### src/sv/fbnn_pkg.sv
// Package for the framebuffer nearest-neighbour address generator.
// Holds the raster mode table, shared structs, register indexes and FSM states.
// No dependencies.
package fbnn_pkg;

    // Fixed-point fraction bits of the scaling accumulators.
    localparam int unsigned FracBits = 16;

    // Field widths fixed by the item format.
    localparam int unsigned DimW   = 10;
    localparam int unsigned IdxW   = 20;
    localparam int unsigned AccW   = 27;
    localparam int unsigned StepW  = 26;
    localparam int unsigned CountW = 30;
    localparam int unsigned FsizeW = 19;
    localparam int unsigned OffW   = 9;
    localparam int unsigned ModeW  = 3;

    // Configuration register indexes.
    localparam logic [2:0] RegEnabled = 3'd0;
    localparam logic [2:0] RegMode    = 3'd1;
    localparam logic [2:0] RegPal     = 3'd2;
    localparam logic [2:0] RegWidth   = 3'd3;
    localparam logic [2:0] RegHeight  = 3'd4;

    // Effective modes picked by the PAL flag when the native mode is zero.
    localparam logic [ModeW-1:0] ModeNtsc = 3'd0;
    localparam logic [ModeW-1:0] ModePal  = 3'd2;

    // Raster mode table: width, height and frame size in words.
    localparam logic [DimW-1:0] MODE_W [0:7] = '{
        10'd320, 10'd640, 10'd352, 10'd720, 10'd720, 10'd720, 10'd720, 10'd640
    };
    localparam logic [DimW-1:0] MODE_L [0:7] = '{
        10'd240, 10'd480, 10'd288, 10'd480, 10'd576, 10'd480, 10'd576, 10'd480
    };
    localparam logic [FsizeW-1:0] MODE_SIZE [0:7] = '{
        19'd76800, 19'd307200, 19'd101376, 19'd345600,
        19'd414720, 19'd345600, 19'd414720, 19'd307200
    };

    // Geometry derived from the configuration registers.
    typedef struct packed {
        logic              reject;
        logic              fits;
        logic [DimW-1:0]   w;
        logic [DimW-1:0]   h;
        logic [DimW-1:0]   rw;
        logic [DimW-1:0]   rl;
        logic [FsizeW-1:0] fsize;
        logic [OffW-1:0]   xo;
        logic [OffW-1:0]   yo;
    } fbnn_geom_t;

    // Events raised by a register write.
    typedef struct packed {
        logic wr;
        logic clr_count;
    } fbnn_cfg_evt_t;

    // One classified item in the queue.
    typedef struct packed {
        logic reject;
        logic buf_sel;
    } fbnn_item_t;

    // Divider request and response.
    typedef struct packed {
        logic             start;
        logic [StepW-1:0] dividend;
        logic [DimW-1:0]  divisor;
    } fbnn_div_req_t;

    typedef struct packed {
        logic             done;
        logic [StepW-1:0] quotient;
    } fbnn_div_rsp_t;

    // Back-end sequencer states.
    typedef enum logic [2:0] {
        BK_IDLE,
        BK_DIV_COL,
        BK_DIV_ROW,
        BK_MUL,
        BK_SUM
    } fbnn_bk_state_t;

endpackage

### src/sv/fbnn_cfg.sv
// Configuration registers with APB-style access and raster geometry decode.
// Depends on fbnn_pkg.
module fbnn_cfg #(
    parameter int unsigned MAX_CANVAS_DIM = 1024
) (
    input  logic                   clk,
    input  logic                   rst_n,
    input  logic                   psel,
    input  logic                   penable,
    input  logic                   pwrite,
    input  logic [4:0]             paddr,
    input  logic [31:0]            pwdata,
    output logic [31:0]            prdata,
    output fbnn_pkg::fbnn_geom_t   geom,
    output fbnn_pkg::fbnn_cfg_evt_t evt
);
    import fbnn_pkg::*;

    localparam int unsigned DimMax = MAX_CANVAS_DIM - 1;

    logic             enabled_reg, enabled_next;
    logic [ModeW-1:0] mode_reg, mode_next;
    logic             pal_reg, pal_next;
    logic [DimW-1:0]  width_reg, width_next;
    logic [DimW-1:0]  height_reg, height_next;

    logic [2:0]       idx;
    logic             wr;
    logic [DimW-1:0]  val;
    logic [ModeW-1:0] eff_old, eff_new, eff;
    logic [DimW-1:0]  w_sat, h_sat, rw, rl, dx, dy;

    assign idx = paddr[4:2];
    assign wr  = psel && penable && pwrite;
    assign val = pwdata[DimW-1:0];

    // Register write decode.
    always_comb
    begin
        enabled_next = enabled_reg;
        mode_next    = mode_reg;
        pal_next     = pal_reg;
        width_next   = width_reg;
        height_next  = height_reg;
        if (wr)
        begin
            unique case (idx)
                RegEnabled: enabled_next = val[0];
                RegMode:    mode_next    = val[ModeW-1:0];
                RegPal:     pal_next     = val[0];
                RegWidth:   width_next   = val;
                RegHeight:  height_next  = val;
                default:    ;
            endcase
        end
    end

    // Effective raster mode before and after the write.
    assign eff_old = (mode_reg != '0) ? mode_reg : (pal_reg ? ModePal : ModeNtsc);
    assign eff_new = (mode_next != '0) ? mode_next : (pal_next ? ModePal : ModeNtsc);
    assign eff     = eff_old;

    // Write events for the back end.
    always_comb
    begin
        evt.wr        = wr && (idx <= RegHeight);
        evt.clr_count = 1'b0;
        if (wr && idx == RegEnabled && val[0] && !enabled_reg)
        begin
            evt.clr_count = 1'b1;
        end
        if (wr && (idx == RegMode || idx == RegPal) && enabled_reg && eff_new != eff_old)
        begin
            evt.clr_count = 1'b1;
        end
    end

    // Register read mux.
    always_comb
    begin
        unique case (idx)
            RegEnabled: prdata = {31'b0, enabled_reg};
            RegMode:    prdata = {29'b0, mode_reg};
            RegPal:     prdata = {31'b0, pal_reg};
            RegWidth:   prdata = {22'b0, width_reg};
            RegHeight:  prdata = {22'b0, height_reg};
            default:    prdata = '0;
        endcase
    end

    // Canvas saturation and raster geometry.
    assign w_sat = (32'(width_reg) > DimMax) ? DimW'(DimMax) : width_reg;
    assign h_sat = (32'(height_reg) > DimMax) ? DimW'(DimMax) : height_reg;
    assign rw    = MODE_W[eff];
    assign rl    = MODE_L[eff];
    assign dx    = rw - w_sat;
    assign dy    = rl - h_sat;

    always_comb
    begin
        geom.reject = !enabled_reg || (w_sat < 10'd2) || (h_sat < 10'd2);
        geom.fits   = (w_sat <= rw) && (h_sat <= rl);
        geom.w      = w_sat;
        geom.h      = h_sat;
        geom.rw     = rw;
        geom.rl     = rl;
        geom.fsize  = MODE_SIZE[eff];
        geom.xo     = dx[DimW-1:1];
        geom.yo     = dy[DimW-1:1];
    end

    always_ff @(posedge clk or negedge rst_n)
    begin
        if (!rst_n)
        begin
            enabled_reg <= 1'b0;
            mode_reg    <= '0;
            pal_reg     <= 1'b0;
            width_reg   <= 10'd320;
            height_reg  <= 10'd240;
        end
        else
        begin
            enabled_reg <= enabled_next;
            mode_reg    <= mode_next;
            pal_reg     <= pal_next;
            width_reg   <= width_next;
            height_reg  <= height_next;
        end
    end

endmodule

### src/sv/fbnn_front.sv
// Front end: accepts items, tags rejected ones, and queues them for the back end.
// Depends on fbnn_pkg.
module fbnn_front (
    input  logic                 clk,
    input  logic                 rst_n,
    input  logic                 req_valid,
    output logic                 req_ready,
    input  logic                 buffer_select,
    input  logic                 reject,
    output logic                 q_valid,
    output fbnn_pkg::fbnn_item_t q_item,
    input  logic                 q_pop
);
    import fbnn_pkg::*;

    localparam int unsigned QDepth = 2;
    localparam int unsigned QAw    = $clog2(QDepth);

    fbnn_item_t         q_mem [QDepth];
    logic [QAw-1:0]     wptr_reg, wptr_next;
    logic [QAw-1:0]     rptr_reg, rptr_next;
    logic [QAw:0]       cnt_reg, cnt_next;
    logic               push;
    logic               pop;

    assign req_ready = (cnt_reg != (QAw+1)'(QDepth));
    assign push      = req_valid && req_ready;
    assign q_valid   = (cnt_reg != '0);
    assign pop       = q_pop && q_valid;
    assign q_item    = q_mem[rptr_reg];

    // Queue pointer and fill count update.
    always_comb
    begin
        wptr_next = wptr_reg;
        rptr_next = rptr_reg;
        cnt_next  = cnt_reg;
        if (push)
        begin
            wptr_next = (wptr_reg == QAw'(QDepth - 1)) ? '0 : wptr_reg + 1'b1;
        end
        if (pop)
        begin
            rptr_next = (rptr_reg == QAw'(QDepth - 1)) ? '0 : rptr_reg + 1'b1;
        end
        if (push && !pop)
        begin
            cnt_next = cnt_reg + 1'b1;
        end
        else if (pop && !push)
        begin
            cnt_next = cnt_reg - 1'b1;
        end
    end

    // Queue storage; the item is classified as it is written.
    always_ff @(posedge clk)
    begin
        if (push)
        begin
            q_mem[wptr_reg] <= '{reject: reject, buf_sel: buffer_select};
        end
    end

    always_ff @(posedge clk or negedge rst_n)
    begin
        if (!rst_n)
        begin
            wptr_reg <= '0;
            rptr_reg <= '0;
            cnt_reg  <= '0;
        end
        else
        begin
            wptr_reg <= wptr_next;
            rptr_reg <= rptr_next;
            cnt_reg  <= cnt_next;
        end
    end

    // The fill count never passes the queue depth.
    a_cnt_bound: assert property (@(posedge clk) disable iff (!rst_n)
        cnt_reg <= (QAw+1)'(QDepth))
        else $error("queue count above depth");

endmodule

### src/sv/fbnn_div.sv
// Restoring divider, one quotient bit per cycle, for the per-frame step sizes.
// Depends on fbnn_pkg.
module fbnn_div (
    input  logic                    clk,
    input  logic                    rst_n,
    input  fbnn_pkg::fbnn_div_req_t req,
    output fbnn_pkg::fbnn_div_rsp_t rsp
);
    import fbnn_pkg::*;

    localparam int unsigned CntW = $clog2(StepW);

    logic               busy_reg, busy_next;
    logic               done_reg, done_next;
    logic [CntW-1:0]    cnt_reg, cnt_next;
    logic [DimW-1:0]    rem_reg, rem_next;
    logic [StepW-1:0]   quo_reg, quo_next;
    logic [DimW-1:0]    dvs_reg, dvs_next;
    logic [DimW:0]      shifted;
    logic [DimW+1:0]    diff;
    logic               ge;

    // One trial subtraction per cycle.
    assign shifted = {rem_reg, quo_reg[StepW-1]};
    assign diff    = {1'b0, shifted} - {2'b0, dvs_reg};
    assign ge      = !diff[DimW+1];

    always_comb
    begin
        busy_next = busy_reg;
        done_next = 1'b0;
        cnt_next  = cnt_reg;
        rem_next  = rem_reg;
        quo_next  = quo_reg;
        dvs_next  = dvs_reg;
        if (req.start)
        begin
            busy_next = 1'b1;
            cnt_next  = '0;
            rem_next  = '0;
            quo_next  = req.dividend;
            dvs_next  = req.divisor;
        end
        else if (busy_reg)
        begin
            rem_next = ge ? diff[DimW-1:0] : shifted[DimW-1:0];
            quo_next = {quo_reg[StepW-2:0], ge};
            if (cnt_reg == CntW'(StepW - 1))
            begin
                busy_next = 1'b0;
                done_next = 1'b1;
            end
            else
            begin
                cnt_next = cnt_reg + 1'b1;
            end
        end
    end

    assign rsp.done     = done_reg;
    assign rsp.quotient = quo_reg;

    always_ff @(posedge clk)
    begin
        cnt_reg <= cnt_next;
        rem_reg <= rem_next;
        quo_reg <= quo_next;
        dvs_reg <= dvs_next;
    end

    always_ff @(posedge clk or negedge rst_n)
    begin
        if (!rst_n)
        begin
            busy_reg <= 1'b0;
            done_reg <= 1'b0;
        end
        else
        begin
            busy_reg <= busy_next;
            done_reg <= done_next;
        end
    end

    // A result only follows a division in progress.
    a_done_after_busy: assert property (@(posedge clk) disable iff (!rst_n)
        done_reg |-> $past(busy_reg))
        else $error("divider done without a division");

endmodule

### src/sv/fbnn_back.sv
// Back end: frame state, step divisions, address arithmetic and the result register.
// Depends on fbnn_pkg and drives fbnn_div through a request struct.
module fbnn_back (
    input  logic                    clk,
    input  logic                    rst_n,
    input  fbnn_pkg::fbnn_geom_t    geom,
    input  fbnn_pkg::fbnn_cfg_evt_t evt,
    input  logic                    q_valid,
    input  fbnn_pkg::fbnn_item_t    q_item,
    output logic                    q_pop,
    output fbnn_pkg::fbnn_div_req_t div_req,
    input  fbnn_pkg::fbnn_div_rsp_t div_rsp,
    output logic                    rsp_valid,
    input  logic                    rsp_ready,
    output logic                    status,
    output logic [19:0]             source_index,
    output logic [19:0]             dest_index,
    output logic                    frame_last,
    output logic [31:0]             control_word
);
    import fbnn_pkg::*;

    fbnn_bk_state_t     state_reg, state_next;

    logic               in_frame_reg, in_frame_next;
    logic               latched_reg, latched_next;
    logic [DimW-1:0]    col_reg, col_next;
    logic [DimW-1:0]    row_reg, row_next;
    logic [AccW-1:0]    col_acc_reg, col_acc_next;
    logic [AccW-1:0]    row_acc_reg, row_acc_next;
    logic [StepW-1:0]   col_step_reg, col_step_next;
    logic [StepW-1:0]   row_step_reg, row_step_next;
    logic [CountW-1:0]  fc_reg, fc_next;

    logic [2*DimW:0]    prod_a_reg, prod_a_next;
    logic [2*DimW:0]    prod_b_reg, prod_b_next;
    logic [DimW:0]      add_a_reg, add_a_next;
    logic [DimW:0]      add_b_reg, add_b_next;

    logic               out_valid_reg, out_valid_next;
    logic               status_reg, status_next;
    logic [IdxW-1:0]    src_reg, src_next;
    logic [IdxW-1:0]    dst_reg, dst_next;
    logic               last_reg, last_next;
    logic [31:0]        ctrl_reg, ctrl_next;

    logic               out_free;
    logic [DimW:0]      col_inc;
    logic [DimW:0]      mul_a_l, mul_b_l;
    logic [FsizeW-1:0]  base;
    logic               is_last;
    logic [CountW-1:0]  fc_inc;

    assign out_free = !out_valid_reg || rsp_ready;
    assign col_inc  = {1'b0, col_reg} + 1'b1;
    assign base     = latched_reg ? geom.fsize : '0;
    assign fc_inc   = fc_reg + 1'b1;
    assign is_last  = geom.fits ?
        (col_reg == geom.w - 1'b1) && (row_reg == geom.h - 1'b1) :
        (col_reg == geom.rw - 1'b1) && (row_reg == geom.rl - 1'b1);

    // Multiplier operands: centered walk or scaled walk.
    assign mul_a_l = geom.fits ? {1'b0, row_reg} : row_acc_reg[AccW-1:FracBits];
    assign mul_b_l = geom.fits ? {1'b0, row_reg} + {2'b0, geom.yo} : {1'b0, row_reg};

    // Next-state logic.
    always_comb
    begin
        state_next = state_reg;
        unique case (state_reg)
            BK_IDLE:
            begin
                if (q_valid && !q_item.reject)
                begin
                    state_next = (!in_frame_reg && !geom.fits) ? BK_DIV_COL : BK_MUL;
                end
            end
            BK_DIV_COL:
            begin
                if (div_rsp.done)
                begin
                    state_next = BK_DIV_ROW;
                end
            end
            BK_DIV_ROW:
            begin
                if (div_rsp.done)
                begin
                    state_next = BK_MUL;
                end
            end
            BK_MUL:
            begin
                state_next = BK_SUM;
            end
            BK_SUM:
            begin
                if (out_free)
                begin
                    state_next = BK_IDLE;
                end
            end
            default:
            begin
                state_next = BK_IDLE;
            end
        endcase
    end

    // Datapath and output logic.
    always_comb
    begin
        q_pop          = 1'b0;
        div_req        = '{start: 1'b0, dividend: {geom.w, 16'b0}, divisor: geom.rw};
        in_frame_next  = in_frame_reg;
        latched_next   = latched_reg;
        col_next       = col_reg;
        row_next       = row_reg;
        col_acc_next   = col_acc_reg;
        row_acc_next   = row_acc_reg;
        col_step_next  = col_step_reg;
        row_step_next  = row_step_reg;
        fc_next        = fc_reg;
        prod_a_next    = prod_a_reg;
        prod_b_next    = prod_b_reg;
        add_a_next     = add_a_reg;
        add_b_next     = add_b_reg;
        out_valid_next = out_valid_reg && !rsp_ready;
        status_next    = status_reg;
        src_next       = src_reg;
        dst_next       = dst_reg;
        last_next      = last_reg;
        ctrl_next      = ctrl_reg;

        unique case (state_reg)
            BK_IDLE:
            begin
                if (q_valid && q_item.reject)
                begin
                    // A rejected item closes any open frame.
                    if (out_free)
                    begin
                        q_pop          = 1'b1;
                        in_frame_next  = 1'b0;
                        out_valid_next = 1'b1;
                        status_next    = 1'b1;
                        src_next       = '0;
                        dst_next       = '0;
                        last_next      = 1'b0;
                        ctrl_next      = '0;
                    end
                end
                else if (q_valid)
                begin
                    q_pop = 1'b1;
                    if (!in_frame_reg)
                    begin
                        // First item of a frame.
                        latched_next = q_item.buf_sel;
                        col_next     = '0;
                        row_next     = '0;
                        if (geom.fits)
                        begin
                            in_frame_next = 1'b1;
                        end
                        else
                        begin
                            div_req.start = 1'b1;
                        end
                    end
                end
            end
            BK_DIV_COL:
            begin
                if (div_rsp.done)
                begin
                    col_step_next = div_rsp.quotient;
                    col_acc_next  = {2'b0, div_rsp.quotient[StepW-1:1]};
                    div_req       = '{start: 1'b1, dividend: {geom.h, 16'b0},
                                      divisor: geom.rl};
                end
            end
            BK_DIV_ROW:
            begin
                if (div_rsp.done)
                begin
                    row_step_next = div_rsp.quotient;
                    row_acc_next  = {2'b0, div_rsp.quotient[StepW-1:1]};
                    in_frame_next = 1'b1;
                end
            end
            BK_MUL:
            begin
                prod_a_next = {10'b0, mul_a_l} * {11'b0, geom.w};
                prod_b_next = {10'b0, mul_b_l} * {11'b0, geom.rw};
                add_a_next  = geom.fits ? {1'b0, col_reg} : col_acc_reg[AccW-1:FracBits];
                add_b_next  = geom.fits ? {1'b0, col_reg} + {2'b0, geom.xo}
                                        : {1'b0, col_reg};
            end
            BK_SUM:
            begin
                if (out_free)
                begin
                    out_valid_next = 1'b1;
                    status_next    = 1'b0;
                    src_next       = IdxW'(prod_a_reg + {10'b0, add_a_reg});
                    dst_next       = IdxW'({3'b0, base} + {1'b0, prod_b_reg}
                                           + {11'b0, add_b_reg});
                    last_next      = is_last;
                    ctrl_next      = '0;
                    if (is_last)
                    begin
                        fc_next       = fc_inc;
                        ctrl_next     = {fc_inc, 1'b0, latched_reg};
                        in_frame_next = 1'b0;
                    end
                    // Advance the raster position.
                    if (geom.fits)
                    begin
                        if (col_inc >= {1'b0, geom.w})
                        begin
                            col_next = '0;
                            row_next = row_reg + 1'b1;
                        end
                        else
                        begin
                            col_next = col_inc[DimW-1:0];
                        end
                    end
                    else
                    begin
                        col_acc_next = col_acc_reg + {1'b0, col_step_reg};
                        if (col_inc >= {1'b0, geom.rw})
                        begin
                            col_next     = '0;
                            col_acc_next = {2'b0, col_step_reg[StepW-1:1]};
                            row_next     = row_reg + 1'b1;
                            row_acc_next = row_acc_reg + {1'b0, row_step_reg};
                        end
                        else
                        begin
                            col_next = col_inc[DimW-1:0];
                        end
                    end
                end
            end
            default:
            begin
            end
        endcase

        // Register writes abandon the frame and may restart the count.
        if (evt.wr)
        begin
            in_frame_next = 1'b0;
        end
        if (evt.clr_count)
        begin
            fc_next = '0;
        end
    end

    assign rsp_valid    = out_valid_reg;
    assign status       = status_reg;
    assign source_index = src_reg;
    assign dest_index   = dst_reg;
    assign frame_last   = last_reg;
    assign control_word = ctrl_reg;

    // Payload registers.
    always_ff @(posedge clk)
    begin
        latched_reg  <= latched_next;
        col_acc_reg  <= col_acc_next;
        row_acc_reg  <= row_acc_next;
        col_step_reg <= col_step_next;
        row_step_reg <= row_step_next;
        prod_a_reg   <= prod_a_next;
        prod_b_reg   <= prod_b_next;
        add_a_reg    <= add_a_next;
        add_b_reg    <= add_b_next;
        status_reg   <= status_next;
        src_reg      <= src_next;
        dst_reg      <= dst_next;
        last_reg     <= last_next;
        ctrl_reg     <= ctrl_next;
    end

    // Control state.
    always_ff @(posedge clk or negedge rst_n)
    begin
        if (!rst_n)
        begin
            state_reg     <= BK_IDLE;
            in_frame_reg  <= 1'b0;
            col_reg       <= '0;
            row_reg       <= '0;
            fc_reg        <= '0;
            out_valid_reg <= 1'b0;
        end
        else
        begin
            state_reg     <= state_next;
            in_frame_reg  <= in_frame_next;
            col_reg       <= col_next;
            row_reg       <= row_next;
            fc_reg        <= fc_next;
            out_valid_reg <= out_valid_next;
        end
    end

    // Address arithmetic only runs inside an open frame.
    a_mul_in_frame: assert property (@(posedge clk) disable iff (!rst_n)
        state_reg == BK_MUL |-> in_frame_reg)
        else $error("address arithmetic outside a frame");

    // A frame never ends on a rejected item.
    a_last_valid: assert property (@(posedge clk) disable iff (!rst_n)
        out_valid_reg && last_reg |-> !status_reg)
        else $error("frame end on a rejected item");

    // Rejected items carry zero addresses and no control word.
    a_reject_zero: assert property (@(posedge clk) disable iff (!rst_n)
        out_valid_reg && status_reg |-> src_reg == '0 && dst_reg == '0 && ctrl_reg == '0)
        else $error("rejected item with nonzero payload");

endmodule

### src/sv/framebuffer_center_or_nn_scale_addr_top.sv
// Top level of the framebuffer centering / nearest-neighbour address generator.
// Depends on fbnn_pkg, fbnn_cfg, fbnn_front, fbnn_div and fbnn_back.
//
//  Port group     Kind          Payload
//  req_*          valid/ready   buffer_select
//  rsp_*          valid/ready   status, source_index, dest_index, frame_last,
//                               control_word
//  p*             APB-style     enabled, native_mode, pal_menu, canvas_width,
//                               canvas_height at byte addresses 0, 4, 8, 12, 16
//
//  A transfer inside an open frame passes through the back-end sequencer
//  states for pop, multiply and sum; a rejected item is popped in idle.
//  The first item of a scaled frame adds two divisions, column step then
//  row step, on the shared restoring divider, each giving 26 quotient bits;
//  a centered frame needs no division.
//  Reset is asynchronous and active low; there is no clearing pass.
//  A two-entry queue lets the input side run ahead of the back end, and a
//  result register holds a finished item while the next one is worked on.
module framebuffer_center_or_nn_scale_addr_top #(
    parameter int unsigned MAX_CANVAS_DIM = 1024
) (
    input  logic        clk,
    input  logic        rst_n,
    input  logic        psel,
    input  logic        penable,
    input  logic        pwrite,
    input  logic [4:0]  paddr,
    input  logic [31:0] pwdata,
    output logic [31:0] prdata,
    output logic        pready,
    input  logic        req_valid,
    output logic        req_ready,
    input  logic        buffer_select,
    output logic        rsp_valid,
    input  logic        rsp_ready,
    output logic        status,
    output logic [19:0] source_index,
    output logic [19:0] dest_index,
    output logic        frame_last,
    output logic [31:0] control_word
);
    import fbnn_pkg::*;

    fbnn_geom_t    geom;
    fbnn_cfg_evt_t evt;
    fbnn_item_t    q_item;
    fbnn_div_req_t div_req;
    fbnn_div_rsp_t div_rsp;
    logic          q_valid;
    logic          q_pop;

    assign pready = 1'b1;

    // Register file and geometry.
    fbnn_cfg #(
        .MAX_CANVAS_DIM(MAX_CANVAS_DIM)
    ) u_cfg (
        .clk     (clk),
        .rst_n   (rst_n),
        .psel    (psel),
        .penable (penable),
        .pwrite  (pwrite),
        .paddr   (paddr),
        .pwdata  (pwdata),
        .prdata  (prdata),
        .geom    (geom),
        .evt     (evt)
    );

    // Item intake and queue.
    fbnn_front u_front (
        .clk           (clk),
        .rst_n         (rst_n),
        .req_valid     (req_valid),
        .req_ready     (req_ready),
        .buffer_select (buffer_select),
        .reject        (geom.reject),
        .q_valid       (q_valid),
        .q_item        (q_item),
        .q_pop         (q_pop)
    );

    // Shared step divider.
    fbnn_div u_div (
        .clk   (clk),
        .rst_n (rst_n),
        .req   (div_req),
        .rsp   (div_rsp)
    );

    // Frame walker and result register.
    fbnn_back u_back (
        .clk          (clk),
        .rst_n        (rst_n),
        .geom         (geom),
        .evt          (evt),
        .q_valid      (q_valid),
        .q_item       (q_item),
        .q_pop        (q_pop),
        .div_req      (div_req),
        .div_rsp      (div_rsp),
        .rsp_valid    (rsp_valid),
        .rsp_ready    (rsp_ready),
        .status       (status),
        .source_index (source_index),
        .dest_index   (dest_index),
        .frame_last   (frame_last),
        .control_word (control_word)
    );

endmodule

### config.mk
export PLATFORM = sky130hd
export DESIGN_NAME = framebuffer_center_or_nn_scale_addr_top
export DESIGN_NICKNAME = d
export VERILOG_FILES = /design/src/sv/fbnn_pkg.sv /design/src/sv/fbnn_cfg.sv /design/src/sv/fbnn_front.sv /design/src/sv/fbnn_div.sv /design/src/sv/fbnn_back.sv /design/src/sv/framebuffer_center_or_nn_scale_addr_top.sv
export SDC_FILE = /design/constraint.sdc
export NUM_CORES = 1
export LEC_CHECK = 0
export ABC_AREA = 1
export BUFFER_PORTS_ARGS = -buffer_cell sky130_fd_sc_hd__buf_2
export CORE_ASPECT_RATIO = 2
export CORE_UTILIZATION = 35
export DETAILED_ROUTE_END_ITERATION = 10
export PLACE_DENSITY_LB_ADDON = 0.15
export SLEW_MARGIN = 20
export SYNTH_ARGS = -nofsm -noshare
export SYNTH_HDL_FRONTEND = slang
export SYNTH_SLANG_ARGS = --single-unit
### constraint.sdc
create_clock -name clk -period 15.9 [get_ports clk]
set_clock_uncertainty 0.05 [all_clocks]
set_input_delay 0 -clock clk [delete_from_list [all_inputs] [get_ports clk]]
set_output_delay 0 -clock clk [all_outputs]
set_load 0.005 [all_outputs]
==> impl_metrics.toml <==
[outcome]
outcome = "complete, no violations"

[yosys]
synth_top_family_by_area = "simple AND/OR/NAND/NOR gates"
synthFlopType = "edfxtp_1"
synth_area_per_cell_um2 = 8.295
yosysSeqAreaShare_pct = 36.65
synth_seq_cells = 375
synth_edf_count = 274
synth_compound_area_share_pct = 11.19
netlist_area_mm2 = 0.02917
synth_cells = 3516
yosysUniqueCellTypes = 54
synthMuxAreaShare_pct = 0
async_flop_share_pct = 22.93
yosys.area_share.simple_pct = 20.95
synthXorXnorAreaFrac_pct = 3.994
yosysWarnings = 0
synthAdderAreaFrac_pct = 18.94

[floorplanning]
core_region_area_mm2 = 0.08240
die_x_um = 206.1
die_h_um = 410.2
start_util_pct = 35.39
die-area_mm2 = 0.08456
num_io_pins = 154
rows = 149

[worst_setup_path]
r2r_cells = 37
path_class = "reg2reg"
arrival_ns = 9.65
cp-start-kind = "register"
required_ns = 16.15
crit_slowest_cell = "inv_2"
critical_path.most_common_cell = "inv_1"
crit_fanout = 47
setup.worst_path.end_class = "register"
cp_slowest_stage_delay_ns = 0.65

[timing]
fin_crit_sh_pct = 59.06
finalWorstPathRequiredPeriod_ns = 9.391
slew_viol_final = 0
maxSlewHeadroom_pct = 13.55
fin_tns_setup_ns = 0
hold_viol_final = 0
fmax_mhz = 106.5
rsz0062_at_grt = "no"
hold_slack_ns = 0.05563
tightest_slew_ns = 1.297
setup-violations-final = 0

[cts]
cts_tree = "yes"
clock_latency_ns = 0.60
cts_sinks = 375
h-tree-depth = 2
cts_made_buffers = 38
clk_pin_slew_worst_paths_ns = 0.07
cts_buffer_depth = 3
root_buffer = "clkbuf_16"

[final_layout]
nNetsFinal = 4041
fin_util_pct = 39.20
largest_reg_flops = 31
drive_gt1_share_pct = 7.996
area_delta_synth_final_pct = 10.75
n_antenna_cell = 0

[placement]
gp_congestion = 0.9611
hpwlAfterDp_mm = 78.70
numPortBuffers = 105

[flow_run]
maxCapViolCount = 0

[routing]
drc = 0
via_count = 24280
drt_pass1_iterations = 5
ant_nets = 0
drt_iter0_drc = 1312
wirelength_mm = 100.2
wl_per_cell_um = 21.28
vias_per_cell = 5.156

[global_route]
grt.overflow.total = 0
track_usage_pct = 24.25
antenna_found_initial = 4
grt_pass1_vias = 25090
grt_max_degree = 75
grt_pass1_wl_mm = 150.9

[min_path]
min_path_type = "in2reg"
min_path_cells = 5
## per-stage QoR
step	setup WS [ns]	instance area (µm²)	cells
after floorplan	8.254	29250	3538
after detailed placement	6.591	30780	4615
final	6.509	32300	4709
after global placement	6.646	30780	4615
after global routing	6.097	32300	4709
after CTS	6.523	32290	4709
## cell usage after synthesis (all sizes together), types with 5 or more instances
library cell	instances	area share, %
dfrtp	80	6.9
ha	259	11
o22ai	23	0.49
clkinv	6	0.077
inv	474	6.1
buf	68	1.4
a21oi	217	3.7
o31ai	9	0.23
o2111ai	6	0.18
nor3	45	0.79
o21ai	243	4.3
a211oi	10	0.26
nand3	185	3.2
nor2	410	5.7
nor4	7	0.15
o221ai	6	0.18
dfstp	6	0.54
or2	24	0.51
nand4	49	1.1
nand3b	5	0.13
xor2	87	2.6
fa	114	7.8
clkbuf	49	0.63
o211ai	17	0.44
dfxtp	15	1.0
o21a	16	0.41
a21o	6	0.15
edfxtp	274	28
xnor2	46	1.4
a31oi	13	0.30
o21bai	13	0.33
nand2	720	9.3
## placed cells by master, fill, tap and decap left out, types with 7 or more instances in the layout
cell / count
xnor2_1: 46
dfrtp_1: 80
clkbuf_1: 8
xor2_1: 87
o22ai_1: 23
fa_1: 114
nor2_4: 14
o21bai_1: 13
clkbuf_16: 41
o21a_1: 16
inv_1: 466
nor2_1: 373
nor3_1: 41
nor2_2: 23
a21oi_1: 214
o21ai_1: 7
o21ai_2: 9
nand2_1: 716
dfxtp_1: 15
conb_1: 24
clkinv_1: 7
o21ai_0: 227
a31oi_1: 12
buf_4: 33
dlygate4sd3_1: 24
buf_2: 104
o31ai_1: 9
edfxtp_1: 274
ha_1: 259
or2_2: 20
nor4_1: 7
nand4_1: 49
o211ai_1: 17
a211oi_1: 9
clkinv_2: 7
inv_2: 9
nand3_1: 185
## per-layer routing
| metal | up-vias | share of wire (%) | global-route usage (%) |
|---|---|---|---|
| li1 | 11830 | - | - |
| met1 | 11520 | 34 | 23.62 |
| met2 | 637 | 52 | 45.19 |
| met3 | 288 | 3.3 | 2.508 |
| met4 | 4 | 9.9 | 19.83 |
| met5 | - | 0.026 | 0 |
## cell type report
type | count | area (µm²)
clock buffers | 50 | 1070
clock inverters | 19 | 175.2
inverters | 480 | 1802
fillers | 8591 | 50100
multi-input cells | 2566 | 16220
repair buffers | 162 | 1028
well taps | 1057 | 1323
flip-flops and latches | 375 | 10690
## final timing paths
| check | startpoint | end | slack [ns] |
|---|---|---|---|
| worst max-delay path | u_cfg.mode_reg[2]$_DFF_PN0_ | u_back.prod_a_reg[16]$_DFFE_PP_ | 6.51 |
| worst min-delay path | pwrite | u_cfg.h_sat[6]$_DFFE_PN1P_ | 0.06 |
| worst max register to register | u_cfg.mode_reg[2]$_DFF_PN0_ | u_back.prod_a_reg[16]$_DFFE_PP_ | 6.51 |
| worst min register to register | u_div.quo_reg[1]$_SDFFCE_PP0P_ | u_back.row_step_reg[1]$_DFFE_PP_ | 0.43 |
| max in group asynchronous | rst_n | u_back.fc_reg[9]$_DFFE_PN0P_ | 14.41 |
| min in group asynchronous | rst_n | u_cfg.h_sat[7]$_DFFE_PN1P_ | 0.48 |
## cells by family after synthesis
group                      after synthesis
and+or+nand+nor                       1450
buffers and inverters                  597
AOI/OAI and AO/OA                      586
DFF                                    375
adders and majority gates              373
xor gates and xnor gates               133
other                                    2
## critical path, delay by kind of cell, from the launching register on
| family | cells | cell delay, ns |
|---|---|---|
| DFF | 1 | 0.62 |
| xor gates and xnor gates | 1 | 0.17 |
| buffers and inverters | 9 | 1.76 |
| AOI/OAI and AO/OA | 7 | 1.36 |
| adders and majority gates | 8 | 3.67 |
| and+or+nand+nor | 12 | 1.33 |
## repair_timing
action | in CTS | in global routing
hold endpoints to repair | 70 | 0
buffers inserted | 0 | 0
resized for setup | 0 | 0
hold buffers | 25 | 0
Power is left out: the tool's default activity adds up to more than one toggle a clock period on the data nets, which glitch-free logic cannot reach.
